File: config.mk
export PLATFORM = sky130hd
export DESIGN_NAME = sorted_stack_min_priority_core
export DESIGN_NICKNAME = d
export VERILOG_FILES = /design/src/hw/rtl/ssmp_pkg.sv /design/src/hw/rtl/sorted_stack_min_priority_core.sv /design/src/hw/rtl/ssmp_ctrl.sv /design/src/hw/rtl/ssmp_datapath.sv
export VERILOG_INCLUDE_DIRS = /design/src /design/src/hw/rtl
export SDC_FILE = /design/constraint.sdc
export NUM_CORES = 2
export LEC_CHECK = 0
export ABC_AREA = 1
export BUFFER_PORTS_ARGS = -buffer_cell sky130_fd_sc_hd__buf_2
export CORE_MARGIN = 2
export CORE_UTILIZATION = 55
export CTS_BUF_LIST = sky130_fd_sc_hd__clkbuf_4 sky130_fd_sc_hd__clkbuf_8 sky130_fd_sc_hd__clkbuf_16
export DETAILED_ROUTE_END_ITERATION = 10
export PLACE_DENSITY = 0.71
export SLEW_MARGIN = 25
export SYNTH_ARGS = -nofsm -noshare
export SYNTH_HDL_FRONTEND = slang
export SYNTH_SLANG_ARGS = --single-unit
export TNS_END_PERCENT = 50
File: constraint.sdc
create_clock -name clk -period 5.26 [get_ports clk]
set_input_delay 0.789 -clock clk [delete_from_list [all_inputs] [get_ports clk]]
set_output_delay 0.789 -clock clk [all_outputs]
set_load 0.01 [all_outputs]
File: src/hw/rtl/assert_macros.svh
// Assertion macros shared by the RTL modules.
`ifndef ASSERT_MACROS_SVH
`define ASSERT_MACROS_SVH

// Checks a property on every rising clock edge outside reset.
`define ASSERT_CLK(label, prop, msg) \
  label: assert property (@(posedge clk) disable iff (rst) (prop)) else $error(msg);

// Checks that an antecedent is followed in the next cycle by a consequent.
`define ASSERT_NEXT(label, ante, cons, msg) \
  label: assert property (@(posedge clk) disable iff (rst) (ante) |=> (cons)) else $error(msg);

`endif

File: src/hw/rtl/ssmp_pkg.sv
`timescale 1ns / 1ps
`default_nettype none

package ssmp_pkg;

  // Store geometry.
  localparam int DEPTH = 16;
  localparam int COUNT_W = $clog2(DEPTH + 1);
  localparam int DATA_W = 32;
  localparam int MODE_W = 2;
  localparam int STORED_COUNT_W = 5;

  // Operation codes carried on the mode port.
  localparam logic [MODE_W-1:0] MODE_PUSH = 2'd0;
  localparam logic [MODE_W-1:0] MODE_POP = 2'd1;
  localparam logic [MODE_W-1:0] MODE_PEEK = 2'd2;

  // Value shown as the smallest entry of an empty store.
  localparam logic signed [DATA_W-1:0] EMPTY_TOP = -32'sd1;

  // Controller states.
  typedef enum logic [1:0] {
    ST_IDLE,
    ST_EXEC,
    ST_RESP
  } state_t;

  // Commands from the controller to the datapath.
  typedef struct packed {
    logic capture;
    logic execute;
  } dp_cmd_t;

  // Status from the datapath to the controller.
  typedef struct packed {
    logic full;
    logic empty;
  } dp_status_t;

endpackage

`default_nettype wire

File: src/hw/rtl/sorted_stack_min_priority_core.sv
`timescale 1ns / 1ps
`default_nettype none

// Min priority queue kept as a sorted row of cells, smallest value on top.
// done is high in the result state, which follows the update state after the accepting edge.
// A new transaction is accepted only while idle; busy covers the update and result states.
// The store updates in the execute state through per-cell compares and neighbor shifts.
// Reset (synchronous, active high) empties the store; the receiver cannot stall results.
module sorted_stack_min_priority_core (
  input  wire logic                                   clk,
  input  wire logic                                   rst,
  input  wire logic                                   start,
  output logic                                        busy,
  input  wire logic [ssmp_pkg::MODE_W-1:0]            mode,
  input  wire logic signed [ssmp_pkg::DATA_W-1:0]     push_value,
  output logic                                        done,
  output logic signed [ssmp_pkg::DATA_W-1:0]          top_value,
  output logic                                        is_empty,
  output logic [ssmp_pkg::STORED_COUNT_W-1:0]         stored_count,
  output logic                                        overflow
);
  import ssmp_pkg::*;

  dp_cmd_t    cmd;
  dp_status_t status;

  // Sequencer for each transaction.
  ssmp_ctrl u_ctrl (
    .clk    (clk),
    .rst    (rst),
    .start  (start),
    .status (status),
    .cmd    (cmd),
    .busy   (busy),
    .done   (done)
  );

  // Sorted store and result fields.
  ssmp_datapath u_datapath (
    .clk          (clk),
    .rst          (rst),
    .cmd          (cmd),
    .mode         (mode),
    .push_value   (push_value),
    .status       (status),
    .top_value    (top_value),
    .is_empty     (is_empty),
    .stored_count (stored_count),
    .overflow     (overflow)
  );

endmodule

`default_nettype wire

File: src/hw/rtl/ssmp_ctrl.sv
`timescale 1ns / 1ps
`default_nettype none

`include "assert_macros.svh"

module ssmp_ctrl (
  input  wire logic               clk,
  input  wire logic               rst,
  input  wire logic               start,
  input  wire ssmp_pkg::dp_status_t status,
  output ssmp_pkg::dp_cmd_t       cmd,
  output logic                    busy,
  output logic                    done
);
  import ssmp_pkg::*;

  state_t state;
  state_t state_next;

  // State register.
  always_ff @(posedge clk) begin
    if (rst) begin
      state <= ST_IDLE;
    end else begin
      state <= state_next;
    end
  end

  // Next state: an update state for the store, then a result state, then back to idle.
  always_comb begin
    state_next = state;
    case (state)
      ST_IDLE: begin
        if (start) begin
          state_next = ST_EXEC;
        end
      end
      ST_EXEC: begin
        state_next = ST_RESP;
      end
      ST_RESP: begin
        state_next = ST_IDLE;
      end
      default: begin
        state_next = ST_IDLE;
      end
    endcase
  end

  // Outputs decoded from the state.
  always_comb begin
    cmd = '0;
    busy = 1'b1;
    done = 1'b0;
    case (state)
      ST_IDLE: begin
        busy = 1'b0;
        cmd.capture = start;
      end
      ST_EXEC: begin
        cmd.execute = 1'b1;
      end
      ST_RESP: begin
        done = 1'b1;
      end
      default: begin
        busy = 1'b1;
      end
    endcase
  end

  `ASSERT_CLK(a_done_after_exec, !done || $past(cmd.execute), "result without an update")
  `ASSERT_NEXT(a_accept_goes_busy, start && !busy, busy && cmd.execute, "accepted item not run")
  `ASSERT_CLK(a_status_sane, !(status.full && status.empty), "store both full and empty")

endmodule

`default_nettype wire

File: src/hw/rtl/ssmp_datapath.sv
`timescale 1ns / 1ps
`default_nettype none

`include "assert_macros.svh"

module ssmp_datapath (
  input  wire logic                                   clk,
  input  wire logic                                   rst,
  input  wire ssmp_pkg::dp_cmd_t                      cmd,
  input  wire logic [ssmp_pkg::MODE_W-1:0]            mode,
  input  wire logic signed [ssmp_pkg::DATA_W-1:0]     push_value,
  output ssmp_pkg::dp_status_t                        status,
  output logic signed [ssmp_pkg::DATA_W-1:0]          top_value,
  output logic                                        is_empty,
  output logic [ssmp_pkg::STORED_COUNT_W-1:0]         stored_count,
  output logic                                        overflow
);
  import ssmp_pkg::*;

  // Captured operation.
  logic [MODE_W-1:0]        op_mode;
  logic signed [DATA_W-1:0] op_value;

  // Sorted cells, smallest at index 0, and the fill count.
  logic signed [DATA_W-1:0] entry      [DEPTH];
  logic signed [DATA_W-1:0] entry_next [DEPTH];
  logic [COUNT_W-1:0]       count;
  logic [COUNT_W-1:0]       count_next;
  logic                     overflow_next;

  // Per-cell result of comparing the pushed value: the cell is held and not above it.
  logic [DEPTH-1:0] keep_cell;

  logic full;
  logic empty;
  logic do_push;
  logic do_pop;
  logic drop_push;
  logic [COUNT_W+STORED_COUNT_W-1:0] count_ext;

  assign full = (count == COUNT_W'(DEPTH));
  assign empty = (count == '0);
  assign do_push = (op_mode == MODE_PUSH) && !full;
  assign do_pop = (op_mode == MODE_POP) && !empty;
  assign drop_push = (op_mode == MODE_PUSH) && full;

  // Capture the operation when the transaction is accepted.
  always_ff @(posedge clk) begin
    if (cmd.capture) begin
      op_mode <= mode;
      op_value <= push_value;
    end
  end

  // Each cell compares itself with the pushed value and picks its next content.
  always_comb begin
    for (int i = 0; i < DEPTH; i++) begin
      keep_cell[i] = (COUNT_W'(i) < count) && !(op_value < entry[i]);
    end
    for (int i = 0; i < DEPTH; i++) begin
      entry_next[i] = entry[i];
    end
    if (do_push) begin
      // The top cell takes the new value unless it is kept.
      if (!keep_cell[0]) begin
        entry_next[0] = op_value;
      end
      for (int i = 1; i < DEPTH; i++) begin
        if (!keep_cell[i]) begin
          if (keep_cell[i-1]) begin
            entry_next[i] = op_value;
          end else begin
            entry_next[i] = entry[i-1];
          end
        end
      end
    end else if (do_pop) begin
      for (int i = 0; i < DEPTH - 1; i++) begin
        entry_next[i] = entry[i+1];
      end
    end
  end

  // Count and overflow flag updates.
  always_comb begin
    count_next = count;
    overflow_next = 1'b0;
    if (do_push) begin
      count_next = count + COUNT_W'(1);
    end else if (do_pop) begin
      count_next = count - COUNT_W'(1);
    end
    if (drop_push) begin
      overflow_next = 1'b1;
    end
  end

  // Cell contents need no reset: only cells below the count are read.
  always_ff @(posedge clk) begin
    if (cmd.execute) begin
      for (int i = 0; i < DEPTH; i++) begin
        entry[i] <= entry_next[i];
      end
    end
  end

  // Control state of the store.
  always_ff @(posedge clk) begin
    if (rst) begin
      count <= '0;
      overflow <= 1'b0;
    end else if (cmd.execute) begin
      count <= count_next;
      overflow <= overflow_next;
    end
  end

  // Result fields.
  assign count_ext = {{STORED_COUNT_W{1'b0}}, count};
  assign top_value = empty ? EMPTY_TOP : entry[0];
  assign is_empty = empty;
  assign stored_count = count_ext[STORED_COUNT_W-1:0];
  assign status = {full, empty};

  `ASSERT_CLK(a_count_bound, count <= COUNT_W'(DEPTH), "count beyond depth")
  `ASSERT_NEXT(a_overflow_when_full, cmd.execute && drop_push, overflow && full, "drop unflagged")

endmodule

`default_nettype wire
==> metrics.txt <==
slew margin rel. between 30 and 40%; Worst-Margin Slew approximately 1.0 ns; Placed Area 43700 um^2; layout cell share with drive strength beyond 1 under 10%; min Tclk post-route roughly 3.9 ns; Hold Buf Count CTS 0; area leader, netlist edfxtp_1; FF+latch count, synth 554; CTS root buf clkbuf_16; via count approximately 39000; row count approximately 100; first-pass GRT wire length ~200000 um; vias in the first global route 37154; Setup crit start u_datapath.op_value[5]$_DFFE_PP_; Nets between 6000 and 7000; status finished, final reports clean; ant diodes 0; Avg Cell Area, Syn approximately 7.6 um^2; top-count cell post-synth nand2_1; CP Capture Type register; RSZ-0062 raised after global routing no; VDD IR max between 0.2 and 0.25 mV; Synthesis Warnings 0; H-tree depth 3; DR DRC count 0; Post-CTS Setup Bufs 0; Final Max Tran Viols 0; Synth area leaders edfxtp_1 (38%), nand2_1 (17%), ha_1 (15%), nand3_1 (6.9%), inv_1 (6.2%); post-synthesis cell count roughly 5600; Final Hold Violating Endpoints 0; Total Power about 12 mW; skew final roughly 0.024 ns; post-synth top area share 38.4%; Mapped Area 42600 um^2; Primary FF master, synth edfxtp_1; DR pass1 iterations 9; Max Freq 0.254 GHz; syn nets roughly 6000; TritonCTS buffer count 69; Placed Cells roughly 6500; GRT Resource Usage Total between 30% and 40%; worst setup margin 1.33 ns; Seq/Total Area, Yosys about 39%; Final ANT Viol Nets 0; Async SR Flop Fraction 0%; crit-path max FO 33; Finished Layout Cells ~6600; CTS Buffer Depth 3; Worst-path clk slew roughly 0.060 ns; final instance area ~46000 um^2; Area Overhead vs Synth 7.39%; Min-Delay Startpoint push_value[22]; die height ~280 um; grt total ovfl 0; Place WS around 1.5 ns; pin count of the biggest net entering global routing about 190; Initial Util a little under three fifths; R2R setup slack 1.33 ns; Core ar. ~77000 um^2; Post-synth EDFFs roughly 550; startpoint class of the critical path register; Via density a little under 6; Buffers on Ports 77; die span in x 282 um; Commonest cells post-synth nand2_1 (1908), inv_1 (704), nand3_1 (590), edfxtp_1 (546), ha_1 (499); Critical Path RT 5.50 ns; clk_lat worst skew about 0.6 ns; CTS resizes 0; min-delay worst type in -> reg; clk sinks roughly 550; Synth cell types 34; detailed router's first-iteration violation count approximately 3900; die area approximately 80000 um^2; routability congestion estimate around 0.9; power per cell area 258 nW/um^2; TritonCTS clock tree done; initial antenna violation count 0; Arr. time, crit path about 4.2 ns; worst r2r src u_datapath.op_value[5]$_DFFE_PP_; final setup violation count 0; P_leak 22.8 nW; total of max-cap violations 0; I/O Pins roughly 80; setup tns final 0 ns; Final Cycle Share 74.8%; Avg WL per Cell around 19 um; HPWL after DPL 90500 um; crit path kind reg -> reg; final wirelength 126000 um
[sequential cells by signal, indices dropped and copies added (netlist names)]
name	count
u_datapath.entry	512
u_ctrl.state	2
u_datapath.op_value	32
u_datapath.op_mode	2
u_datapath.overflow	1
u_datapath.stored_count	5
[critical path, stage by stage (launching register included)]
cell	delay, ns
edfxtp_1	0.98
ha_1	0.39
a21oi_1	0.15
nor2_1	0.05
nor3_1	0.13
nand2_1	0.12
nand2_1	0.08
nand2_1	0.10
nand2_1	0.11
nand3_2	0.06
buf_4	0.27
nand3_2	0.11
buf_4	0.36
o21ai_1	0.10
inv_1	0.08
buf_4	0.42
[per-stage QoR]
| step | hold WS [ns] | utilization (%) |
|---|---|---|
| finish | 0.351 | 59.4 |
| global route | 0.338 | 59.4 |
| CTS | 0.322 | 59.4 |
| detailed placement | 0.533 | 56.7 |
| global placement | 0.515 | 56.7 |
| floorplan | 0.507 | - |
[cells in the final DEF, fill, tap and decap left out, types with 22 or more instances in the layout]
| cell | Yosys | final |
|---|---|---|
| nor2_1 | 132 | 131 |
| nand3_1 | 590 | 589 |
| clkbuf_16 | 0 | 71 |
| o21ai_1 | 43 | 37 |
| edfxtp_1 | 546 | 546 |
| a21oi_1 | 243 | 242 |
| nand2_1 | 1908 | 1908 |
| nor3_1 | 31 | 31 |
| o21ai_0 | 118 | 118 |
| inv_1 | 704 | 703 |
| ha_1 | 499 | 499 |
| nand3_2 | 21 | 22 |
| nand4_1 | 384 | 384 |
| buf_4 | 8 | 81 |
| buf_2 | 147 | 77 |
[cell families after synthesis]
| family | Yosys count | share of synthesized area [%] |
|---|---|---|
| buffers and inverters | 1021 | 9.71 |
| adder cells (fa/ha/maj) | 499 | 14.6 |
| flip-flops | 554 | 38.8 |
| AND/OR/NAND/NOR | 3093 | 31.8 |
| AO/OA/AOI/OAI | 419 | 5.03 |
| XOR/XNOR | 1 | 0.0205 |
[cell type report]
cell class | instances | area (um^2)
sequential | 554 | 16600
fill | 7102 | 31300
timing repair buffer | 167 | 1160
inverter | 707 | 2660
multi-input combinational | 4012 | 22000
tap | 1040 | 1300
clock buffer | 86 | 1890
clock inverter | 29 | 210
[power breakdown]
part	internal [mW]	leakage (nW)	total [mW]	switching (mW)
Clock	2.68	1.06	4.62	1.95
Combinational	0.594	16.7	2.01	1.41
Sequential	5.01	5.04	5.17	0.160
Total	8.28	22.8	11.8	3.52
[worst paths after layout]
kind / endpoint / depth (start not counted)
min reg2reg: u_datapath.entry[1][37]$_DFFE_PP_ / 2
max reg2reg: u_datapath.entry[1][28]$_DFFE_PP_ / 15
min: u_datapath.op_value[22]$_DFFE_PP_ / 1
max: u_datapath.entry[1][28]$_DFFE_PP_ / 15
[metal layers]
metal	vias to the layer above	wire [um]	part of all wire (%)	track usage, %
li1	18624	-	-	-
met1	18421	55200	44	43.6
met2	1672	57200	45	50.2
met3	227	9910	7.9	4.18
met4	0	3400	2.7	9.13
met5	-	0	0	0
No activity file was read; power rests on OpenSTA's default activity.
